`src/rtl/tav_pkg.sv`:
```
// Shared types, codes and character helpers for the timestamp argument validator.
// No dependencies; imported by every RTL module of the block.
package tav_pkg;

    localparam logic [7:0] CHAR_PLUS  = 8'h2B;
    localparam logic [7:0] CHAR_POINT = 8'h2E;

    // Unit codes, ordered so that a valid token string strictly decreases.
    localparam logic [2:0] UNIT_US    = 3'd0;
    localparam logic [2:0] UNIT_SEC   = 3'd1;
    localparam logic [2:0] UNIT_MIN   = 3'd2;
    localparam logic [2:0] UNIT_HOUR  = 3'd3;
    localparam logic [2:0] UNIT_DAY   = 3'd4;
    localparam logic [2:0] UNIT_MONTH = 3'd5;
    localparam logic [2:0] UNIT_YEAR  = 3'd6;
    localparam logic [2:0] UNIT_NONE  = 3'd7;

    localparam logic [1:0] FORM_NONE  = 2'd0;
    localparam logic [1:0] FORM_TOKEN = 2'd1;
    localparam logic [1:0] FORM_RAW   = 2'd2;

    localparam int CFG_INDEX_W = 2;
    localparam int CFG_DATA_W  = 32;

    typedef enum logic [CFG_INDEX_W-1:0] {
        CFG_SECONDS_LIMIT  = 2'd0,
        CFG_AMOUNT_LIMIT   = 2'd1,
        CFG_FRACTION_LIMIT = 2'd2,
        CFG_TOKEN_LIMIT    = 2'd3
    } cfg_index_t;

    typedef enum logic [1:0] {
        RAW_START    = 2'd0,
        RAW_SECONDS  = 2'd1,
        RAW_POINT    = 2'd2,
        RAW_FRACTION = 2'd3
    } raw_phase_t;

    typedef enum logic {
        TOK_DIGIT  = 1'b0,
        TOK_AMOUNT = 1'b1
    } tok_phase_t;

    // Per-character control from the top level to both checkers.
    typedef struct packed {
        logic       feed;
        logic       clear;
        logic [7:0] ch;
    } tav_step_t;

    function automatic logic is_digit(input logic [7:0] c);
        return (c >= 8'h30) && (c <= 8'h39);
    endfunction

    function automatic logic is_alpha(input logic [7:0] c);
        return ((c >= 8'h61) && (c <= 8'h7A)) || ((c >= 8'h41) && (c <= 8'h5A));
    endfunction

    // Case-insensitive unit letter decode.
    function automatic logic [2:0] unit_of(input logic [7:0] c);
        logic [7:0] lc;
        logic [2:0] u;
        lc = ((c >= 8'h41) && (c <= 8'h5A)) ? (c | 8'h20) : c;
        case (lc)
            8'h79:   u = UNIT_YEAR;
            8'h64:   u = UNIT_DAY;
            8'h68:   u = UNIT_HOUR;
            8'h6D:   u = UNIT_MIN;
            8'h73:   u = UNIT_SEC;
            8'h75:   u = UNIT_US;
            default: u = UNIT_NONE;
        endcase
        return u;
    endfunction

endpackage

```
`src/rtl/tav_raw_check.sv`:
```
// Raw seconds form checker: digits within a limit, optional point and fraction.
// Depends on tav_pkg.
module tav_raw_check
    import tav_pkg::*;
(
    input  logic        aclk,
    input  logic        aresetn,
    input  tav_step_t   step,
    input  logic [31:0] seconds_limit,
    input  logic [3:0]  fraction_limit,
    output logic        raw_ok
);

    raw_phase_t  phase_reg, phase_next;
    logic [31:0] value_reg, value_next;
    logic [3:0]  frac_reg, frac_next;
    logic        failed_reg, failed_next;

    logic        dig;
    logic [3:0]  digit_val;
    logic [35:0] acc;
    logic [4:0]  frac_acc;

    assign dig       = is_digit(step.ch);
    assign digit_val = step.ch[3:0];
    assign acc       = {1'b0, value_reg, 3'b000} + {3'b000, value_reg, 1'b0}
                     + {32'd0, digit_val};
    assign frac_acc  = (phase_reg == RAW_POINT) ? 5'd1 : ({1'b0, frac_reg} + 5'd1);

    // Next phase and failure flag
    always_comb begin
        phase_next  = phase_reg;
        failed_next = failed_reg;
        if (step.clear) begin
            phase_next  = RAW_START;
            failed_next = 1'b0;
        end else if (step.feed && !failed_reg) begin
            unique case (phase_reg)
                RAW_START: begin
                    if (!dig || ({28'd0, digit_val} > seconds_limit)) begin
                        failed_next = 1'b1;
                    end else begin
                        phase_next = RAW_SECONDS;
                    end
                end
                RAW_SECONDS: begin
                    if (step.ch == CHAR_POINT) begin
                        phase_next = RAW_POINT;
                    end else if (!dig || (acc > {4'd0, seconds_limit})) begin
                        failed_next = 1'b1;
                    end
                end
                RAW_POINT, RAW_FRACTION: begin
                    if (!dig || (frac_acc > {1'b0, fraction_limit})) begin
                        failed_next = 1'b1;
                    end else begin
                        phase_next = RAW_FRACTION;
                    end
                end
                default: phase_next = RAW_START;
            endcase
        end
    end

    // Value and fraction count updates
    always_comb begin
        value_next = value_reg;
        frac_next  = frac_reg;
        if (step.clear) begin
            value_next = '0;
            frac_next  = '0;
        end else if (step.feed && !failed_next) begin
            unique case (phase_reg)
                RAW_START:               value_next = {28'd0, digit_val};
                RAW_SECONDS: begin
                    if (step.ch != CHAR_POINT) begin
                        value_next = acc[31:0];
                    end
                end
                RAW_POINT, RAW_FRACTION: frac_next  = frac_acc[3:0];
                default:                 value_next = value_reg;
            endcase
        end
    end

    assign raw_ok = !failed_reg && ((phase_reg == RAW_SECONDS) || (phase_reg == RAW_FRACTION));

    always_ff @(posedge aclk) begin
        if (!aresetn) begin
            phase_reg  <= RAW_START;
            value_reg  <= '0;
            frac_reg   <= '0;
            failed_reg <= 1'b0;
        end else begin
            phase_reg  <= phase_next;
            value_reg  <= value_next;
            frac_reg   <= frac_next;
            failed_reg <= failed_next;
        end
    end

endmodule

```
`src/rtl/tav_token_check.sv`:
```
// Unit token form checker: amount/unit tokens with strictly decreasing units.
// Depends on tav_pkg.
module tav_token_check
    import tav_pkg::*;
(
    input  logic        aclk,
    input  logic        aresetn,
    input  tav_step_t   step,
    input  logic [31:0] amount_limit,
    input  logic [2:0]  token_limit,
    output logic        tok_ok
);

    tok_phase_t  phase_reg, phase_next;
    logic [31:0] amount_reg, amount_next;
    logic [2:0]  count_reg, count_next;
    logic [2:0]  prev_unit_reg, prev_unit_next;
    logic [2:0]  cur_unit_reg, cur_unit_next;
    logic        failed_reg, failed_next;

    logic        dig;
    logic        alpha;
    logic [3:0]  digit_val;
    logic [35:0] acc;
    logic [2:0]  unit;
    logic [2:0]  pending;

    assign dig       = is_digit(step.ch);
    assign alpha     = is_alpha(step.ch);
    assign digit_val = step.ch[3:0];
    assign unit      = unit_of(step.ch);
    assign acc       = {1'b0, amount_reg, 3'b000} + {3'b000, amount_reg, 1'b0}
                     + {32'd0, digit_val};
    // 'm' right before 'd' is month
    assign pending   = ((cur_unit_reg == UNIT_MIN) && (unit == UNIT_DAY)) ? UNIT_MONTH
                                                                          : cur_unit_reg;

    // Next phase and failure flag
    always_comb begin
        phase_next  = phase_reg;
        failed_next = failed_reg;
        if (step.clear) begin
            phase_next  = TOK_DIGIT;
            failed_next = 1'b0;
        end else if (step.feed && !failed_reg) begin
            unique case (phase_reg)
                TOK_DIGIT: begin
                    if (!dig || (count_reg >= token_limit)
                        || ({28'd0, digit_val} > amount_limit)) begin
                        failed_next = 1'b1;
                    end else begin
                        phase_next = TOK_AMOUNT;
                    end
                end
                TOK_AMOUNT: begin
                    if (alpha) begin
                        if ((unit == UNIT_NONE)
                            || ((count_reg >= 3'd2) && (prev_unit_reg <= pending))) begin
                            failed_next = 1'b1;
                        end else begin
                            phase_next = TOK_DIGIT;
                        end
                    end else if (!dig || (acc > {4'd0, amount_limit})) begin
                        failed_next = 1'b1;
                    end
                end
                default: phase_next = TOK_DIGIT;
            endcase
        end
    end

    // Amount, count and unit history updates
    always_comb begin
        amount_next    = amount_reg;
        count_next     = count_reg;
        prev_unit_next = prev_unit_reg;
        cur_unit_next  = cur_unit_reg;
        if (step.clear) begin
            amount_next    = '0;
            count_next     = '0;
            prev_unit_next = UNIT_US;
            cur_unit_next  = UNIT_US;
        end else if (step.feed && !failed_next) begin
            unique case (phase_reg)
                TOK_DIGIT:  amount_next = {28'd0, digit_val};
                TOK_AMOUNT: begin
                    if (alpha) begin
                        if (count_reg >= 3'd1) begin
                            prev_unit_next = pending;
                        end
                        cur_unit_next = unit;
                        count_next    = count_reg + 3'd1;
                    end else begin
                        amount_next = acc[31:0];
                    end
                end
                default: amount_next = amount_reg;
            endcase
        end
    end

    assign tok_ok = !failed_reg && (phase_reg == TOK_DIGIT) && (count_reg != 3'd0)
                  && !((count_reg >= 3'd2) && (prev_unit_reg <= cur_unit_reg));

    always_ff @(posedge aclk) begin
        if (!aresetn) begin
            phase_reg     <= TOK_DIGIT;
            amount_reg    <= '0;
            count_reg     <= '0;
            prev_unit_reg <= UNIT_US;
            cur_unit_reg  <= UNIT_US;
            failed_reg    <= 1'b0;
        end else begin
            phase_reg     <= phase_next;
            amount_reg    <= amount_next;
            count_reg     <= count_next;
            prev_unit_reg <= prev_unit_next;
            cur_unit_reg  <= cur_unit_next;
            failed_reg    <= failed_next;
        end
    end

endmodule

```
`src/rtl/timestamp_argument_validator_top.sv`:
```
// Top level of the timestamp argument validator: input register, leading plus
// handling, config registers and result register. Depends on tav_pkg,
// tav_raw_check and tav_token_check.
//
//  channel | ports                            | contents
//  --------+----------------------------------+------------------------------------
//  input   | s_tvalid s_tready s_tdata s_tlast | tdata[7:0] character, tlast end
//  result  | m_tvalid m_tready m_tdata m_tuser | tdata is_valid, has_plus; tuser kind
//  config  | cfg_wr_en cfg_index cfg_data      | 0 seconds, 1 amount, 2 fraction, 3 tokens
//
// One character per cycle while s_tready is high. A transaction is registered
// on accept and the checkers update from that register on the next edge; an end
// transaction waits there for a free result register and is loaded into m_* as
// the checkers clear. s_tready drops only in reset or while an end transaction waits.
// Synchronous active-low reset clears all control and checker state.
module timestamp_argument_validator_top
    import tav_pkg::*;
(
    input  logic                   aclk,
    input  logic                   aresetn,
    input  logic                   s_tvalid,
    output logic                   s_tready,
    input  logic [7:0]             s_tdata,   // [7:0] character
    input  logic                   s_tlast,   // end_of_string
    output logic                   m_tvalid,
    input  logic                   m_tready,
    output logic [7:0]             m_tdata,   // [0] is_valid, [1] has_plus, [7:2] zero
    output logic [1:0]             m_tuser,   // [1:0] form_kind
    input  logic                   cfg_wr_en,
    input  logic [CFG_INDEX_W-1:0] cfg_index,
    input  logic [CFG_DATA_W-1:0]  cfg_data
);

    logic [31:0] seconds_limit_reg;
    logic [31:0] amount_limit_reg;
    logic [3:0]  fraction_limit_reg;
    logic [2:0]  token_limit_reg;

    logic        in_valid_reg, in_valid_next;
    logic [7:0]  in_char_reg;
    logic        in_last_reg;

    logic        seen_first_reg, seen_first_next;
    logic        plus_reg, plus_next;

    logic        out_valid_reg, out_valid_next;
    logic        out_is_valid_reg, out_is_valid_next;
    logic        out_plus_reg, out_plus_next;
    logic [1:0]  out_kind_reg, out_kind_next;

    logic        proc_go;
    logic        lead_plus;
    logic        raw_ok;
    logic        tok_ok;
    logic [1:0]  kind;
    tav_step_t   step;

    assign proc_go   = in_valid_reg && (!in_last_reg || !out_valid_reg || m_tready);
    assign s_tready  = aresetn && (!in_valid_reg || proc_go);
    assign lead_plus = !seen_first_reg && (in_char_reg == CHAR_PLUS);

    assign step.feed  = proc_go && !in_last_reg && !lead_plus;
    assign step.clear = proc_go && in_last_reg;
    assign step.ch    = in_char_reg;

    tav_raw_check u_raw (
        .aclk           (aclk),
        .aresetn        (aresetn),
        .step           (step),
        .seconds_limit  (seconds_limit_reg),
        .fraction_limit (fraction_limit_reg),
        .raw_ok         (raw_ok)
    );

    tav_token_check u_token (
        .aclk         (aclk),
        .aresetn      (aresetn),
        .step         (step),
        .amount_limit (amount_limit_reg),
        .token_limit  (token_limit_reg),
        .tok_ok       (tok_ok)
    );

    assign kind = tok_ok ? FORM_TOKEN : (raw_ok ? FORM_RAW : FORM_NONE);

    always_comb begin
        in_valid_next = in_valid_reg;
        if (s_tready) begin
            in_valid_next = s_tvalid;
        end else if (proc_go) begin
            in_valid_next = 1'b0;
        end
    end

    always_comb begin
        seen_first_next = seen_first_reg;
        plus_next       = plus_reg;
        if (step.clear) begin
            seen_first_next = 1'b0;
            plus_next       = 1'b0;
        end else if (proc_go) begin
            seen_first_next = 1'b1;
            if (lead_plus) begin
                plus_next = 1'b1;
            end
        end
    end

    always_comb begin
        out_valid_next    = out_valid_reg;
        out_is_valid_next = out_is_valid_reg;
        out_plus_next     = out_plus_reg;
        out_kind_next     = out_kind_reg;
        if (step.clear) begin
            out_valid_next    = 1'b1;
            out_is_valid_next = (kind != FORM_NONE);
            out_plus_next     = plus_reg;
            out_kind_next     = kind;
        end else if (m_tready) begin
            out_valid_next = 1'b0;
        end
    end

    always_ff @(posedge aclk) begin
        if (!aresetn) begin
            seconds_limit_reg  <= 32'd2147483647;
            amount_limit_reg   <= 32'd2147483647;
            fraction_limit_reg <= 4'd6;
            token_limit_reg    <= 3'd7;
        end else if (cfg_wr_en) begin
            unique case (cfg_index_t'(cfg_index))
                CFG_SECONDS_LIMIT:  seconds_limit_reg  <= cfg_data[31:0];
                CFG_AMOUNT_LIMIT:   amount_limit_reg   <= cfg_data[31:0];
                CFG_FRACTION_LIMIT: fraction_limit_reg <= cfg_data[3:0];
                CFG_TOKEN_LIMIT:    token_limit_reg    <= cfg_data[2:0];
                default:            token_limit_reg    <= token_limit_reg;
            endcase
        end
    end

    always_ff @(posedge aclk) begin
        if (!aresetn) begin
            in_valid_reg   <= 1'b0;
            seen_first_reg <= 1'b0;
            plus_reg       <= 1'b0;
            out_valid_reg  <= 1'b0;
        end else begin
            in_valid_reg   <= in_valid_next;
            seen_first_reg <= seen_first_next;
            plus_reg       <= plus_next;
            out_valid_reg  <= out_valid_next;
        end
    end

    // Payload registers, no reset
    always_ff @(posedge aclk) begin
        if (s_tready) begin
            in_char_reg <= s_tdata;
            in_last_reg <= s_tlast;
        end
        out_is_valid_reg <= out_is_valid_next;
        out_plus_reg     <= out_plus_next;
        out_kind_reg     <= out_kind_next;
    end

    assign m_tvalid = out_valid_reg;
    assign m_tdata  = {6'd0, out_plus_reg, out_is_valid_reg};
    assign m_tuser  = out_kind_reg;

endmodule

```
`config.mk`:
```
export PLATFORM = sky130hd
export DESIGN_NAME = timestamp_argument_validator_top
export DESIGN_NICKNAME = d
export VERILOG_FILES = /design/src/rtl/tav_pkg.sv /design/src/rtl/tav_raw_check.sv /design/src/rtl/tav_token_check.sv /design/src/rtl/timestamp_argument_validator_top.sv
export SDC_FILE = /design/constraint.sdc
export NUM_CORES = 1
export LEC_CHECK = 0
export BUFFER_PORTS_ARGS = -buffer_cell sky130_fd_sc_hd__buf_2
export CAP_MARGIN = 20
export CORE_MARGIN = 2
export CORE_UTILIZATION = 50
export DETAILED_ROUTE_END_ITERATION = 8
export PLACE_DENSITY = 0.67
export SLEW_MARGIN = 20
export SYNTH_ARGS = -nofsm -noshare
export SYNTH_HDL_FRONTEND = slang
export SYNTH_HIERARCHICAL = 1
export SYNTH_SLANG_ARGS = --single-unit
```
`constraint.sdc`:
```
create_clock -name aclk -period 16.3 [get_ports aclk]
set_input_delay 0.815 -clock aclk [delete_from_list [all_inputs] [get_ports aclk]]
set_output_delay 0.815 -clock aclk [all_outputs]
set_load 0.005 [all_outputs]
```
==> impl_results.md <==
- Worst-case reg-to-reg path depth: 23
- Horizontal die dimension: 168.2 um
- Die area: 28290 sq um
- Number of buffer and inverter stages on the critical path: 2
- Pin count of the biggest net entering global routing: 82
- Worst setup SP type: flop
- Number of detailed-routing iterations run before antenna repair: 7
- Detailed-route wire length: 36080 um
- Average vias per placed instance: 5.887
- GRT overflow: 0
- Data arrival, critical path: 7.20 ns
- Setup clock skew after layout: 0.01502 ns
- Final Hold Slack: 0.4632 ns
- Clock latency on the worst-skew pair: 0.44 ns
- Core Rows: 60
- Synth Register Bits: 170
- Starting utilization of the core area: 50.44%
- Cell type group with the largest total delay on the critical path: compound AO/OA/AOI/OAI gates
- Post-route antenna net violation count: 0
- Combined area of all synthesized cells: 13480 sq um
- Required time at the worst-slack endpoint: 16.62 ns
- Clock H-tree levels: 4
- Setup bufs post-CTS: 0
- Number of different library cells in the post-synthesis netlist: 82
- Slowest Stage Delay on Critical Path: 0.54 ns
- Pint: 0.6849 mW
- Global-route wire length before repair: 58970 um
- Post-Synthesis Mean Instance Area: 7.935 sq um
- Synth async-reset ratio: 0%
- Proportion of layout cells with a drive suffix above 1: 7.027%
- CP Max Fanout: 28
- Max-slew violations: 0
- Number of I/O pins: 60
- Worst Hold Depth: 0
- Combinational Power Share: 8.1%
- Number of antenna violations at the first check in global routing: 0
- Switching power: 0.2541 mW
- Sequential area share after synthesis: 26.21%
- Resized Gates After CTS: 0
- CP Capture Type: flop
- Combined global-route utilization of all metal layers: 25.49%
- Hold_buf cts: 0
- Average wire per standard cell: 17.49 um
- Gate Count Post-Synth: 1699
- Critical path class: reg -> reg
- Hold violation count in the final report: 0
- Number of inserted diodes: 0
- Worst Hold Class: reg -> reg
- Relative contribution of the clock network to total power: 44.9%
- Initial drt markers: 909
- Clock edge transition at the registers on the reported setup and hold paths: 0.08 ns
- Final Net Count: 1974
- Max-Slew Margin vs Limit: 41.70%
- Area growth from synthesis to layout: 7.378%
- Top_reg_cell synth: dfxtp_1
- Count of port buffers added during placement: 53
- Number of design rule violations left after detail routing: 0
- Footprint of the multi-input gates: 9199 sq um
- Gpl congestion: 0.9034
- Final period utilization: 42.19%
- PwrDens: 64.87 nW/um^2
- Transition time at the pin with the least slew margin: 0.8727 ns
- Post-layout instance count excluding filler cells: 2063
- Leakage: 7.312 nW
- Total half-perimeter wirelength after legalization and detailed placement: 27650 um
- Fill cell total of the finished layout: 2547
- Post-synth EDFFs: 13
- Peak supply drop: 0.06322 mV
- Critical Path Most Common Cell: a211oi_1
- Setup repair after global routing missed its margin: no
- Register area: 3533 sq um
- Root cell of the clock tree: clkbuf_16
- Result of the run: finished clean
- Critical-path cell with the highest stage delay: fa_1
- Total vias in the final route: 12140
- Number of placed cells counting well taps: 2031
- Number of CTS-inserted buffers: 17
- Number of buffers on the longest clock path: 2
- Period minus WS final: 6.877 ns
- Max-capacitance violation count: 0
- Sum of internal, switching and leakage power: 0.9390 mW
- Placeable Area: 26730 sq um
- TritonCTS clock tree: done
- Clock sinks: 170
- Setup TNS: 0 ns
- Number of setup violations in the final report: 0
- Overall die height: 168.2 um
- Cells traversed along the worst timing path: buf_4 > fa_1 > fa_1 > a211oi_1 > o21ai_0 > a22oi_1 > nor3_1 > or3_2 > a211oi_1 > o21bai_1 > a21oi_1 > xnor2_1 > ha_1 > nand2_1 > o21ai_0 > a211oi_1 > a21oi_1 > nor4b_1 > o2111ai_2 > a22o_1 > buf_4 > and3_1 > a31o_1
- Via count of the first global-routing pass: 11730
- Sw Ratio: 27.06%
- Critical path depth in cells: 23
- F_max: 145.4 MHz
- Seq pwr share: 47.0%
- Count of yosys warnings during synthesis: 6
[final cells by class]
type	count	area share, %
Multi-Input combinational cell	1359	63.54
Tap cell	341	2.947
Timing Repair Buffer	65	2.481
Clock buffer	18	3.111
Sequential cell	170	24.41
Inverter	96	2.489
Clock inverter	14	1.020
[through the flow]
stage	worst slack, ns	instance area (sq um)	utilization, %
2_1_floorplan	10.77	13500	-
3_3_place_gp	9.687	13860	51.88
4_1_cts	9.467	14480	54.16
3_5_place_dp	9.481	13880	51.92
6_report	9.423	14480	54.17
5_1_grt	9.039	14480	54.17
[path summary, 6_finish.rpt]
kind | start | endpoint | slack, ns
min reg2reg | plus_reg | out_plus_reg | 0.46
max reg2reg | in_char_reg[3] | u_token/amount_reg[30] | 9.42
min | plus_reg | out_plus_reg | 0.46
max | in_char_reg[3] | u_token/amount_reg[30] | 9.42
[cell usage after synthesis, drive strengths merged, types with 31 or more instances]
master,count,area (sq um)
xnor2,38,332.8
o21ai,86,430.4
dfxtp,157,3143
nand2,307,1152
clkbuf,48,180.2
a21oi,120,611.8
buf,31,241.5
inv,96,360.4
ha,213,2665
mux2i,41,410.4
nor2,64,240.2
nand4,40,256.5
nand3,122,615.6
[metal layers]
| layer | GRT usage, % | part of all wire, % | vias up |
|---|---|---|---|
| li1 | - | - | 6111 |
| met1 | 32.62 | 45 | 5736 |
| met2 | 45.02 | 49 | 250 |
| met3 | 3.126 | 3.6 | 47 |
| met4 | 7.421 | 2.3 | 0 |
| met5 | 0 | 0 | - |
[worst reg2reg max path: cells and delay by family (launching register included)]
kind	cells	cell delay, ns
AOI/OAI and AO/OA	12	2.85
and+or+nand+nor	5	1.46
adders and majority gates	3	1.33
buffers and inverters	2	0.58
DFF	1	0.37
xor gates and xnor gates	1	0.17
[power groups by stage]
stage,clock [mW],combinational [mW],sequential [mW]
floorplan,0,0.0521,0.447
global placement,0,0.0728,0.451
detailed placement,0,0.0748,0.451
CTS,0.430,0.0755,0.441
global route,0.448,0.0853,0.443
finish,0.422,0.0759,0.442
[kinds of logic after synthesis]
kind of cell             after synthesis  share of synthesized area (%)
AO/OA/AOI/OAI                        366                          17.11
flip-flops                           170                          26.21
buffers and inverters                175                          5.801
XOR/XNOR                              60                          3.898
AND/OR/NAND/NOR                      669                          23.55
adder cells (fa/ha/maj)              217                          20.36
other                                  1                        0.02782
multiplexers                          41                          3.044
[placed cells by master, fill, tap and decap left out, types with 14 or more instances in the layout]
| master | synthesis | routed |
|---|---|---|
| o21ai_1 | 16 | 16 |
| a31oi_1 | 14 | 14 |
| mux2i_1 | 41 | 41 |
| inv_1 | 96 | 96 |
| a21o_1 | 22 | 22 |
| nand3_1 | 121 | 121 |
| o21ai_0 | 70 | 70 |
| nor4_1 | 17 | 17 |
| o211ai_1 | 14 | 14 |
| nor3_1 | 20 | 20 |
| clkbuf_16 | 0 | 18 |
| nor2b_1 | 26 | 24 |
| nand2_1 | 307 | 307 |
| a21oi_1 | 117 | 117 |
| a211oi_1 | 22 | 22 |
| xor2_1 | 22 | 22 |
| ha_1 | 213 | 213 |
| buf_2 | 10 | 53 |
| nand4_1 | 39 | 39 |
| nor2_1 | 64 | 64 |
| dfxtp_1 | 157 | 157 |
| xnor2_1 | 38 | 38 |
No activity file was read; power rests on OpenSTA's default activity.
